File: src/sv/vcfc_pkg.sv
// Package for the voxel chunk face culler: field widths, command and state
// codes, and the command/status structs between controller and datapath.
// No dependencies.
package vcfc_pkg;

    localparam int GRID_SIDE_DEF = 32;

    localparam int CMD_W    = 2;
    localparam int COORD_W  = 6;
    localparam int RADIUS_W = 7;
    localparam int VSIZE_W  = 10;
    localparam int R2W      = 2 * RADIUS_W;
    localparam int FACE_W   = 3;
    localparam int POS_W    = 16;
    localparam int VTX_W    = 20;
    localparam int NFACE    = 6;
    localparam int APB_AW   = 3;
    localparam int APB_DW   = 32;

    localparam logic [VTX_W-1:0]  VTX_STEP  = VTX_W'(4);
    localparam logic [FACE_W-1:0] FACE_NONE = '0;

    // register index, taken from paddr[2]
    localparam logic REG_SPHERE_RADIUS = 1'b0;
    localparam logic REG_VOXEL_SIZE    = 1'b1;

    localparam logic [RADIUS_W-1:0] RADIUS_RST = RADIUS_W'(8);
    localparam logic [VSIZE_W-1:0]  VSIZE_RST  = VSIZE_W'(100);

    typedef enum logic [CMD_W-1:0] {
        CMD_FILL    = 2'd0,
        CMD_REMOVE  = 2'd1,
        CMD_MESH    = 2'd2,
        CMD_RESTART = 2'd3
    } t_command;

    typedef enum logic [2:0] {
        RD_CENTER,
        RD_XM,
        RD_XP,
        RD_YM,
        RD_YP
    } t_rd_sel;

    typedef enum logic [3:0] {
        ST_CLEAR,
        ST_IDLE,
        ST_FILL,
        ST_RM_RD,
        ST_RM_WR,
        ST_MC,
        ST_M1,
        ST_M2,
        ST_M3,
        ST_M4,
        ST_M5,
        ST_EMIT
    } t_state;

    typedef struct packed {
        logic    load;
        logic    row_clr;
        logic    row_step;
        logic    wr_zero;
        logic    wr_fill;
        logic    rd_en;
        t_rd_sel rd_sel;
        logic    cap_en;
        t_rd_sel cap_sel;
        logic    rm_out;
        logic    emit;
        logic    vtx_clr;
    } t_dp_cmd;

    typedef struct packed {
        logic in_grid;
        logic center_solid;
        logic row_last;
        logic out_free;
        logic vis_any;
        logic vis_last;
    } t_dp_status;

endpackage

File: src/sv/vcfc_ctrl.sv
// Controller of the face culler: sequences clear pass, fill, remove and mesh, and handles restart.
// Depends on vcfc_pkg; drives vcfc_dp through t_dp_cmd.
module vcfc_ctrl (
    input  logic                      i_clk,
    input  logic                      i_rst_n,
    input  logic                      i_in_valid,
    input  logic [vcfc_pkg::CMD_W-1:0] i_command,
    output logic                      o_in_stall,
    input  vcfc_pkg::t_dp_status      i_status,
    output vcfc_pkg::t_dp_cmd         o_cmd
);
    import vcfc_pkg::*;

    t_state r_state;
    t_state n_state;
    logic   accept;

    always_ff @(posedge i_clk) begin
        if (!i_rst_n) begin
            r_state <= ST_CLEAR;
        end else begin
            r_state <= n_state;
        end
    end

    assign o_in_stall = (r_state != ST_IDLE);
    assign accept     = i_in_valid && (r_state == ST_IDLE);

    always_comb begin
        n_state = r_state;
        o_cmd   = '0;
        unique case (r_state)
            ST_CLEAR: begin
                o_cmd.wr_zero  = 1'b1;
                o_cmd.row_step = 1'b1;
                if (i_status.row_last) begin
                    n_state = ST_IDLE;
                end
            end
            ST_IDLE: begin
                if (accept) begin
                    o_cmd.load = 1'b1;
                    unique case (t_command'(i_command))
                        CMD_FILL: begin
                            o_cmd.row_clr = 1'b1;
                            n_state       = ST_FILL;
                        end
                        CMD_REMOVE: n_state = ST_RM_RD;
                        CMD_MESH: begin
                            if (i_status.in_grid) begin
                                n_state = ST_MC;
                            end
                        end
                        CMD_RESTART: o_cmd.vtx_clr = 1'b1;
                    endcase
                end
            end
            ST_FILL: begin
                o_cmd.wr_fill  = 1'b1;
                o_cmd.row_step = 1'b1;
                if (i_status.row_last) begin
                    n_state = ST_IDLE;
                end
            end
            ST_RM_RD: begin
                o_cmd.rd_en  = 1'b1;
                o_cmd.rd_sel = RD_CENTER;
                n_state      = ST_RM_WR;
            end
            ST_RM_WR: begin
                if (i_status.out_free) begin
                    o_cmd.rm_out = 1'b1;
                    n_state      = ST_IDLE;
                end
            end
            ST_MC: begin
                o_cmd.rd_en  = 1'b1;
                o_cmd.rd_sel = RD_CENTER;
                n_state      = ST_M1;
            end
            ST_M1: begin
                o_cmd.cap_en  = 1'b1;
                o_cmd.cap_sel = RD_CENTER;
                o_cmd.rd_en   = 1'b1;
                o_cmd.rd_sel  = RD_XM;
                n_state       = i_status.center_solid ? ST_M2 : ST_IDLE;
            end
            ST_M2: begin
                o_cmd.cap_en  = 1'b1;
                o_cmd.cap_sel = RD_XM;
                o_cmd.rd_en   = 1'b1;
                o_cmd.rd_sel  = RD_XP;
                n_state       = ST_M3;
            end
            ST_M3: begin
                o_cmd.cap_en  = 1'b1;
                o_cmd.cap_sel = RD_XP;
                o_cmd.rd_en   = 1'b1;
                o_cmd.rd_sel  = RD_YM;
                n_state       = ST_M4;
            end
            ST_M4: begin
                o_cmd.cap_en  = 1'b1;
                o_cmd.cap_sel = RD_YM;
                o_cmd.rd_en   = 1'b1;
                o_cmd.rd_sel  = RD_YP;
                n_state       = ST_M5;
            end
            ST_M5: begin
                o_cmd.cap_en  = 1'b1;
                o_cmd.cap_sel = RD_YP;
                n_state       = ST_EMIT;
            end
            ST_EMIT: begin
                if (!i_status.vis_any) begin
                    n_state = ST_IDLE;
                end else if (i_status.out_free) begin
                    o_cmd.emit = 1'b1;
                    if (i_status.vis_last) begin
                        n_state = ST_IDLE;
                    end
                end
            end
            default: n_state = ST_IDLE;
        endcase
    end

endmodule

File: config.mk
export PLATFORM = sky130hd
export DESIGN_NAME = vcfc_ctrl
export DESIGN_NICKNAME = d
export VERILOG_FILES = /design/src/sv/vcfc_pkg.sv /design/src/sv/vcfc_ctrl.sv
export SDC_FILE = /design/constraint.sdc
export NUM_CORES = 1
export LEC_CHECK = 0
export ABC_AREA = 0
export BUFFER_PORTS_ARGS = -buffer_cell sky130_fd_sc_hd__buf_2
export CORE_MARGIN = 5
export CORE_UTILIZATION = 44
export CTS_CLUSTER_DIAMETER = 50
export DETAILED_ROUTE_END_ITERATION = 16
export PLACE_DENSITY = 0.89
export SLEW_MARGIN = 20
export SYNTH_ARGS = -nofsm -noshare
export SYNTH_HDL_FRONTEND = slang
export SYNTH_SLANG_ARGS = --single-unit
File: constraint.sdc
create_clock -name i_clk -period 1.8 [get_ports i_clk]
set_input_delay 0.09 -clock i_clk [delete_from_list [all_inputs] [get_ports i_clk]]
set_output_delay 0.09 -clock i_clk [all_outputs]
set_load 0.1 [all_outputs]
=== Yosys cells after proc, flatten, opt, wreduce, memory -nomap -nowiden ===
Cells that the tools add are included.

* Reductions and logical operators: 6
* Equal/unequal tests: 22
* Multiplexer cells: 25

{| class="wikitable"
|+ Operators by type and width
! kind !! number
|-
| $pmux 4 s11 || 1
|-
| $pmux 4 s5 || 2
|-
| $mux 4 || 7
|-
| $eq 4x3->1 const B || 4
|-
| $eq 4x4->1 const B || 4
|-
| $pmux 4 s3 || 1
|-
| $mux 1 || 11
|-
| $ne 3x3->1 const B || 3
|-
| $eq 4x2->1 const B || 2
|-
| $ne 4x1->1 const B || 2
|-
| $reduce_and 7->1 || 1
|-
| $eq 2x2->1 const B || 2
|-
| $eq 4x1->1 const B || 1
|-
| $logic_not 4->1 || 1
|-
| $mux 2 || 2
|-
| $ne 2x2->1 const B || 2
|-
| $reduce_or 2->1 || 2
|-
| $mux 3 || 1
|-
| $eq 2x1->1 const B || 1
|-
| $logic_not 2->1 || 1
|-
| $ne 2x1->1 const B || 1
|-
| $logic_and 1x1->1 || 1
|}

* Output and inout port bits: 17
* Word-level logic and storage cells: 54
* Flip-flop bits (word level): 4
* Input bits: 11

=== Logic depth before layout (Yosys ltp) ===
Gate-level depths: netlist of run 1.

* Depth after elaboration: 4
* Depth in mapped cells: 6
* Gate-level depth less buffers: 6

=== Least setup slack after synthesis of run 1 ===
Ideal clock, no wire load.

* Path type: reg2out
* Start: reg r_state[2]
* End: out o_cmd[11] (netlist name)
* Path slack: -1.912 ns
* Data required time: 1.710 ns
* Buffers on the path: 2
* Cell stages (with the launch flop): 5
* Arrival time: 3.622 ns
* Cells stage by stage: dfxtp_1 > buf_2 > buf_2 > nor3_1 > and2_1

{| class="wikitable"
|+ RTL lines
! element !! RTL line !! source
|-
| start, declared || vcfc_ctrl.sv:14 || <nowiki>t_state r_state;</nowiki>
|-
| start signal, assigned || vcfc_ctrl.sv:22 || <nowiki>r_state <= n_state;</nowiki>
|-
| end, declared || vcfc_ctrl.sv:10 || <nowiki>output vcfc_pkg::t_dp_cmd o_cmd</nowiki>
|}

==> results of run 1 <==
-- layout make-up --
| type | instances | area (µm²) | area share [%] |
|---|---|---|---|
| Inverter | 5 | 18.8 | 1.85 |
| Tap cell | 15 | 18.8 | 1.85 |
| Sequential cell | 4 | 81.3 | 8.00 |
| Clock buffer | 3 | 22.5 | 2.22 |
| Multi-Input combinational cell | 62 | 504 | 49.6 |
| Timing Repair Buffer | 32 | 370 | 36.5 |
-- stage by stage --
stage	utilization, %	total power, mW	instance area [µm²]
2_1_floorplan	-	0.355	636
3_3_place_gp	76.5	0.423	983
3_5_place_dp	76.5	0.434	983
4_1_cts	78.3	0.546	1010
5_1_grt	79.1	0.575	1020
6_report	79.1	0.546	1020
-- critical path, delay by kind of cell, from the launching register on --
kind / cells / cell delay (ns)
buffers and inverters: 2 / 0.70
DFF: 1 / 0.43
and+or+nand+nor: 1 / 0.25
-- layout by cell type (no fill, tap or decap), drive strengths merged --
cell,instances
inv,5
a21o,1
o211a,1
nor4,1
and2,3
nand4b,1
nand2,9
nor2b,3
nor3,1
nand2b,1
dfxtp,4
mux2i,2
o21a,1
clkbuf,4
o41ai,1
nand3,1
and3,5
o311a,1
buf,31
ha,5
nor3b,4
nand3b,1
o21ai,6
a31oi,1
nor4b,2
a21oi,1
o211ai,2
o311ai,1
and3b,1
xnor2,1
nor2,5
-- cell families (layout without fill, tap and decap cells) --
logic type	count (synthesis)	count (layout)	share of synthesized area, %
simple gates	38	38	39.5
compound gates	16	16	21.4
buf+inv	12	40	9.83
fa+ha+maj	5	5	10.7
flops	4	4	13.7
mux	2	2	3.42
xor+xnor	1	1	1.50
-- per-layer routing --
layer | up-vias | global-route usage (%)
li1 | 332 | -
met1 | 310 | 23.2
met2 | 33 | 37.4
met3 | 4 | 6.25
met4 | 0 | 6.25
met5 | - | 0
-- worst min path at each step --
| stage | from | end | slack (ns) | cells past startpoint |
|---|---|---|---|---|
| detailed placement | i_rst_n | r_state[0] | 0.40 | 2 |
| floorplan | i_rst_n | r_state[2] | 0.24 | 2 |
| global route | i_rst_n | r_state[0] | 0.17 | 2 |
| CTS | i_rst_n | r_state[0] | 0.15 | 2 |
| global placement | i_rst_n | r_state[2] | 0.39 | 3 |
| finish | i_rst_n | r_state[0] | 0.16 | 2 |
-- power by group --
group | internal, mW | switching [mW] | total, mW
combinational | 0.101 | 0.226 | 0.327
sequential | 0.0955 | 0.0129 | 0.108
clock | 0.0745 | 0.0358 | 0.110
total | 0.271 | 0.275 | 0.546
-- what timing repair did --
action,in CTS,in global routing
endpoints found under the setup margin,0,8
buffers inserted,0,0
endpoints found under the hold margin,0,0
resized for setup,0,3
==> flow_metrics.tcl, run 1 <==
set metrics [dict create \
    status "completed" \
    maxUsedRoutingLayer "met4" \
    syn-cell-area_um2 586 \
    dp_hpwl_um 1590 \
    yosysUniqueCellTypes 36 \
    wl_met1_um 712 \
    synth.area.top_cells "dfxtp_1 14%, ha_1 11%, nand2_1 5.8%" \
    hold_buffers 0 \
    setup_ws_ns 0.0920 \
    via_per_inst 5.61 \
    peakVddDrop_v 0.000500 \
    routed-wl-met2_um 1090 \
    antenna_found_initial 0 \
    grt_pass1_vias 690 \
    synth.avg_cell_area_um2 7.51 \
    cellPowerDensity_mw_per_mm2 537 \
    clock_latency_ns 0.23 \
    cts_sinks 4 \
    arrival_ns 1.62 \
    wl_per_cell_um 16.1 \
    dr_wl_met3_um 112 \
    critPathSlowestCell "buf_2" \
    tns_ns 0 \
    core_area_mm2 0.00128 \
    cts_tree "built" \
    holdWs_ns 0.157 \
    die-area_mm2 0.00216 \
    period_needed_ns 1.71 \
    drt_wl_total_um 1950 \
    reg2reg_depth 5 \
    final_antenna_net_count 0 \
    dp.cells 118 \
    largest_register_ff_count 4 \
    final_nets 124 \
    fp.dieW_um 46.5 \
    worstSetupPathType "flip-flop to output port" \
    vias 679 \
    ys_async_sr_fraction_pct 0 \
    numCtsBuffers 3 \
    fin_worst_skew_ns 0.00337 \
    r2r_slack_ns 0.26 \
    place_worst_setup_slack_ns 0.234 \
    drc 0 \
    top_regs "r_state: 4 flops" \
    rows 13 \
    slowest_delay_ns 0.46 \
    drt_iter0_drc 22 \
    max_freq_ghz 0.585 \
    worstPathMaxFanout 11 \
    synth_nets 94 \
    grt_start_max_net_pins 12 \
    hold_path.class "input port to flip-flop" \
    clock-root-buffer "clkbuf_4" \
    fin_cells 121 \
    chipHeight_um 46.5 \
    relSlewSlack_pct 67.6 \
    synth_cells 78 \
    endpoint "o_cmd[12]" \
    yosysTopAreaCellShare_pct 13.7 \
    synth.most_common_cell "nand2_1" \
    synth_edf_count 0 \
    top_register "r_state" \
    synth_top_area_cell "dfxtp_1" \
    r2r_end "r_state[1]" \
    crit_required_ns 1.71 \
    max-cap-violations 0 \
    cts.path.max_buffers 2 \
    start_util_pct 45.6 \
    dr.pass1.iters 4 \
    portBuffers 27 \
    critPathCaptureType "output port" \
    synth_common_cells "9 x nand2_1, 5 x and3_1, 5 x ha_1, 5 x nor2_1, 5 x o21ai_0" \
    worst_setup_path_start_kind "flip-flop" \
    setup_viol_count_final 0 \
    p_leak_nw 0.475 \
    worst_pin_slew_ns 0.489 \
    place_congestion 0.826 \
    grt_overflow 0 \
    htree_levels 1 \
    grt_first_pass_wirelength_um 3170 \
    drive_above_1_share_pct 46.2 \
    drv_slew 0 \
    track_usage_pct 20.9 \
    synthFlopType "dfxtp_1" \
    diodes 0 \
    hold_viol_final 0 \
    crit_path_cell_trace "buf_4 -> nor4_4 -> buf_2" \
    io_pins 28 \
    path_clk_slew_ns 0.04 \
    yosysSeqAreaShare_pct 13.7 \
    ys_ff_latch 4 \
    finalCritPeriodShare_pct 94.9 \
    crit_start "r_state[3]" \
    rsz0062_at_grt "false" \
    fillCellCount 87 \
    syn_to_final_growth_pct 73.5 \
    r2r-start "r_state[1]" \
    yosys_warnings 0 \
]
Note: power is estimated with default switching activity, not from simulation.
==> run 2: changes to the inputs <==
==> constraint.sdc (replaced) <==
create_clock -name i_clk -period 1.6 [get_ports i_clk]
set_input_delay 0.08 -clock i_clk [delete_from_list [all_inputs] [get_ports i_clk]]
set_output_delay 0.08 -clock i_clk [all_outputs]
set_load 0.1 [all_outputs]
==> flow_metrics.tcl, run 2 (synthesis gave the netlist of run 1 again) <==
set metrics [dict create \
    chipHeight_um 46.5 \
    wl_per_cell_um 16.2 \
    hp-start "i_rst_n" \
    die-area_mm2 0.00216 \
    r2r_end "r_state[1]" \
    antenna_found_initial 0 \
    cellPowerDensity_mw_per_mm2 616 \
    dr.pass1.iters 4 \
    place_worst_setup_slack_ns 0.0998 \
    mostFrequentLayoutCells "17 x buf_12, 10 x buf_2, 7 x nand2_1, 7 x buf_4, 5 x ha_1" \
    drive_above_1_share_pct 57.4 \
    hold_path.class "input port to flip-flop" \
    dp_hpwl_um 1560 \
    htree_levels 1 \
    finalCritPeriodShare_pct 95.7 \
    dp.cells 120 \
    hold_buffers 0 \
    cts.path.max_buffers 2 \
    core_area_mm2 0.00128 \
    grt-busiest-layer "met2" \
    peakVddDrop_v 0.000298 \
    fin_cells 123 \
    cts_sinks 4 \
    portBuffers 27 \
    fin_worst_skew_ns 0.000504 \
    period_needed_ns 1.53 \
    worstPathMaxFanout 10 \
    p_int_mw 0.357 \
    p_sw_mw 0.331 \
    relSlewSlack_pct 78.6 \
    clockPowerShare_pct 19.0 \
    io_pins 28 \
    grt_util_met1_pct 28.3 \
    setup_viol_count_final 0 \
    worst_setup_path_start_kind "flip-flop" \
    tns_ns 0 \
    critPathCaptureType "output port" \
    final_antenna_net_count 0 \
    rows 13 \
    via_per_inst 5.54 \
    grt_use_met2_pct 33.8 \
    grt_start_max_net_pins 14 \
    clock_latency_ns 0.24 \
    drv_slew 0 \
    crit_required_ns 1.52 \
    final_area_mm2 0.00112 \
    r2r_slack_ns 0.12 \
    path_clk_slew_ns 0.04 \
    top_register "r_state" \
    holdWs_ns 0.129 \
    syn_to_final_growth_pct 90.6 \
    final_nets 126 \
    max-cap-violations 0 \
    track_usage_pct 20.5 \
    cts_tree "built" \
    grt_overflow 0 \
    largest_register_ff_count 4 \
    drc 0 \
    place_congestion 0.824 \
    numCtsBuffers 3 \
    grt_first_pass_wirelength_um 3250 \
    rsz0062_at_grt "false" \
    use_met3_pct 1.17 \
    status "completed" \
    r2r-start "r_state[3]" \
    mostFrequentLayoutCell "buf_12" \
    drt_wl_total_um 2000 \
    worstSetupPathType "flip-flop to output port" \
    worst_pin_slew_ns 0.316 \
    p_leak_nw 0.511 \
    start_util_pct 45.6 \
    combPwrFrac_pct 62.2 \
    placed_cell_area_mm2 0.00108 \
    p_seq_share_pct 18.8 \
    max_freq_ghz 0.653 \
    grt_pass1_vias 701 \
    fp.dieW_um 46.5 \
    top_regs "r_state: 4 flops" \
    vias 681 \
    switching_share_pct 48.1 \
    drt_iter0_drc 14 \
    hold_viol_final 0 \
    setup_ws_ns 0.0682 \
    reg2reg_depth 4 \
    arrival_ns 1.45 \
    whs_endpoint "r_state[0]" \
    whs_path_depth 2 \
    clock-root-buffer "clkbuf_4" \
    diodes 0 \
]
-- run 2: changes by cell type in the layout (fill, tap and decap cells not counted), moves of 2 or more --
cell	previous run	this run
buf_2	13	10
dfxtp_4	0	2
and3_2	0	3
nand2_2	0	2
nand2_1	9	7
buf_12	13	17
and3_1	5	2
dfxtp_1	3	0
buf_4	5	7
-- run 2: power by group through the flow --
| stage | Combinational (mW) | Sequential [mW] | Clock (mW) |
|---|---|---|---|
| after floorplan | 0.303 | 0.111 | 0 |
| after global placement | 0.414 | 0.127 | 0 |
| after detailed placement | 0.423 | 0.129 | 0 |
| after CTS | 0.425 | 0.128 | 0.139 |
| after global routing | 0.443 | 0.131 | 0.138 |
| final | 0.428 | 0.129 | 0.131 |
-- run 2: layer usage --
layer	wire, µm	up-vias
met2	1030	29
met1	877	312
met4	13	0
met3	81	4
li1	-	336
met5	0	-
-- run 2: layout make-up --
type	instances	area (µm²)
clock buffers	3	22.5
fillers	55	169
inverters	5	18.8
multi-input cells	62	523
flip-flops and latches	4	90.1
well taps	15	18.8
repair buffers	34	443
-- run 2: critical path, stage by stage (launching register included) --
cell and delay, ns:
dfxtp_2 0.38, nor2_2 0.21, nand2_2 0.13, o21a_2 0.18
nor2b_4 0.13, buf_12 0.18
-- run 2: worst max-delay path by stage --
stage                from        end  cells after the start
3_5_place_dp   r_state[1]   o_cmd[3]                      5
4_1_cts        r_state[1]   o_cmd[3]                      5
5_1_grt        r_state[3]  o_cmd[14]                      3
3_3_place_gp   r_state[1]   o_cmd[3]                      5
6_report       r_state[1]   o_cmd[3]                      5
2_1_floorplan  r_state[2]  o_cmd[11]                      4
-- run 2: repair_timing --
| item | CTS | global route |
|---|---|---|
| endpoints found under the setup margin | 11 | 5 |
| buffers inserted | 0 | 0 |
| resized for setup | 6 | 3 |
-- run 2: per-stage QoR --
stage          util, %  power (mW)
6_report          86.9       0.688
5_1_grt           86.9       0.712
4_1_cts           86.3       0.692
3_5_place_dp      83.7       0.552
3_3_place_gp      83.7       0.541
2_1_floorplan        -       0.414
==> run 3: changes to the inputs <==
--- a/config.mk
+++ b/config.mk
@@ -7,10 +7,10 @@
 export LEC_CHECK = 0
 export ABC_AREA = 0
 export BUFFER_PORTS_ARGS = -buffer_cell sky130_fd_sc_hd__buf_2
-export CORE_MARGIN = 5
-export CORE_UTILIZATION = 44
+export CORE_AREA = 5 5 42 44
 export CTS_CLUSTER_DIAMETER = 50
 export DETAILED_ROUTE_END_ITERATION = 16
+export DIE_AREA = 0 0 47 49
 export PLACE_DENSITY = 0.89
 export SLEW_MARGIN = 20
 export SYNTH_ARGS = -nofsm -noshare
==> constraint.sdc (replaced) <==
create_clock -name i_clk -period 2 [get_ports i_clk]
set_input_delay 0.1 -clock i_clk [delete_from_list [all_inputs] [get_ports i_clk]]
set_output_delay 0.1 -clock i_clk [all_outputs]
set_load 0.1 [all_outputs]
==> flow_metrics.tcl, run 3 (synthesis gave the netlist of run 1 again) <==
set metrics [dict create \
    path_buf_inv 2 \
    rsz0062_at_grt "false" \
    cts_sinks 4 \
    crit_path_cell_trace "buf_4 -> nor4b_4 -> and3_1 -> buf_12" \
    worst_setup_path_start_kind "flip-flop" \
    die-area_mm2 0.00230 \
    fin_cells 119 \
    grt_first_pass_wirelength_um 2650 \
    final_nets 121 \
    syn_to_final_growth_pct 58.3 \
    antenna_found_initial 0 \
    clock_latency_ns 0.24 \
    total_power_mw 0.483 \
    place_congestion 0.777 \
    hold_buffers 0 \
    mostFrequentLayoutCell "buf_2" \
    dp.cells 116 \
    final_antenna_net_count 0 \
    critPathCaptureType "output port" \
    io_pins 28 \
    fp.dieW_um 47 \
    clock-root-buffer "clkbuf_4" \
    htree_levels 1 \
    fillCellCount 117 \
    largest_register_ff_count 4 \
    dp_hpwl_um 1280 \
    hold_path.class "input port to flip-flop" \
    relSlewSlack_pct 67.5 \
    cts.path.max_buffers 2 \
    core_area_mm2 0.00140 \
    mostFrequentLayoutCells "17 x buf_2, 10 x buf_12, 9 x nand2_1" \
    drt_iter0_drc 5 \
    dr.pass1.iters 4 \
    arrival_ns 1.69 \
    hold_viol_final 0 \
    drive_above_1_share_pct 42.7 \
    slowest_delay_ns 0.44 \
    rows 14 \
    max_freq_ghz 0.558 \
    period_needed_ns 1.79 \
    crit_required_ns 1.90 \
    vias 644 \
    top_register "r_state" \
    p_leak_nw 0.446 \
    top_regs "r_state: 4 flops" \
    peakVddDrop_v 0.000523 \
    setup_viol_count_final 0 \
    path_clk_slew_ns 0.04 \
    fin_worst_skew_ns 0.00288 \
    track_usage_pct 15.6 \
    placed_cell_area_um2 902 \
    cts_setup_buffers 0 \
    drv_slew 0 \
    final_area_um2 927 \
    cts_tree "built" \
    chipHeight_um 49 \
    grt_start_max_net_pins 20 \
    critical_path.top_delay_family "simple AND/OR/NAND/NOR gates" \
    critPathSlowestCell "dfxtp_1" \
    wl_per_cell_um 13.9 \
    via_per_inst 5.41 \
    worst_pin_slew_ns 0.491 \
    grt_overflow 0 \
    cellPowerDensity_mw_per_mm2 521 \
    fin_util_pct 66.2 \
    portBuffers 27 \
    drc 0 \
    grt_pass1_vias 630 \
    numCtsBuffers 3 \
    worstPathMaxFanout 11 \
    finalCritPeriodShare_pct 89.6 \
    drt_wl_total_um 1650 \
    diodes 0 \
    worstSetupPathType "flip-flop to output port" \
    max-cap-violations 0 \
    status "completed" \
    start_util_pct 41.8 \
]
-- run 3: cell types whose count changed in the layout (fill, tap and decap cells not counted), sizes merged --
cell  previous run  this run
buf             34        29
-- run 3: layout make-up --
| type | instances | area (µm²) | area share, % |
|---|---|---|---|
| clock buffer | 3 | 22.5 | 2.43 |
| inverter | 5 | 18.8 | 2.02 |
| multi-input combinational | 62 | 483 | 52.1 |
| sequential | 4 | 82.6 | 8.91 |
| tap | 16 | 20.0 | 2.16 |
| timing repair buffer | 29 | 300 | 32.4 |
-- run 3: final timing paths --
path                end  cells past startpoint        from  slack (ns)
max           o_cmd[14]                      4  r_state[3]        0.21
min reg2reg  r_state[1]                      2  r_state[1]        0.64
max reg2reg  r_state[1]                      5  r_state[3]        0.40
min          r_state[1]                      3     i_rst_n        0.16
-- run 3: routing by layer --
metal	vias to the layer above	share of wire (%)	track usage, %
li1	327	-	-
met1	296	41	17.1
met2	17	49	24.7
met3	4	7.6	7.01
met4	0	2.1	6.91
met5	-	0	0
-- run 3: worst register-to-register path, cell delays in order, from the launching register on --
cell      delay, ns
dfxtp_1        0.44
buf_4          0.24
nor4b_4        0.34
inv_2          0.07
o211ai_2       0.25
mux2i_1        0.20
-- run 3: timing repair --
action                                  CTS  global route
hold endpoints to repair                  0             0
gates resized for setup                   0             2
endpoints found under the setup margin    0             3
-- run 3: through the flow --
| step | TNS [ns] | setup slack (ns) | hold slack [ns] |
|---|---|---|---|
| final | 0 | 0.207 | 0.161 |
| after global routing | 0 | 0.0945 | 0.168 |
| after CTS | 0 | 0.0918 | 0.159 |
| after detailed placement | 0 | 0.364 | 0.415 |
| after global placement | 0 | 0.401 | 0.403 |
| after floorplan | -0.605 | -0.363 | 0.248 |
-- run 3: where the power goes --
group	internal [mW]	switching (mW)
Sequential	0.0862	0.0247
Clock	0.0675	0.0392
Combinational	0.0832	0.183
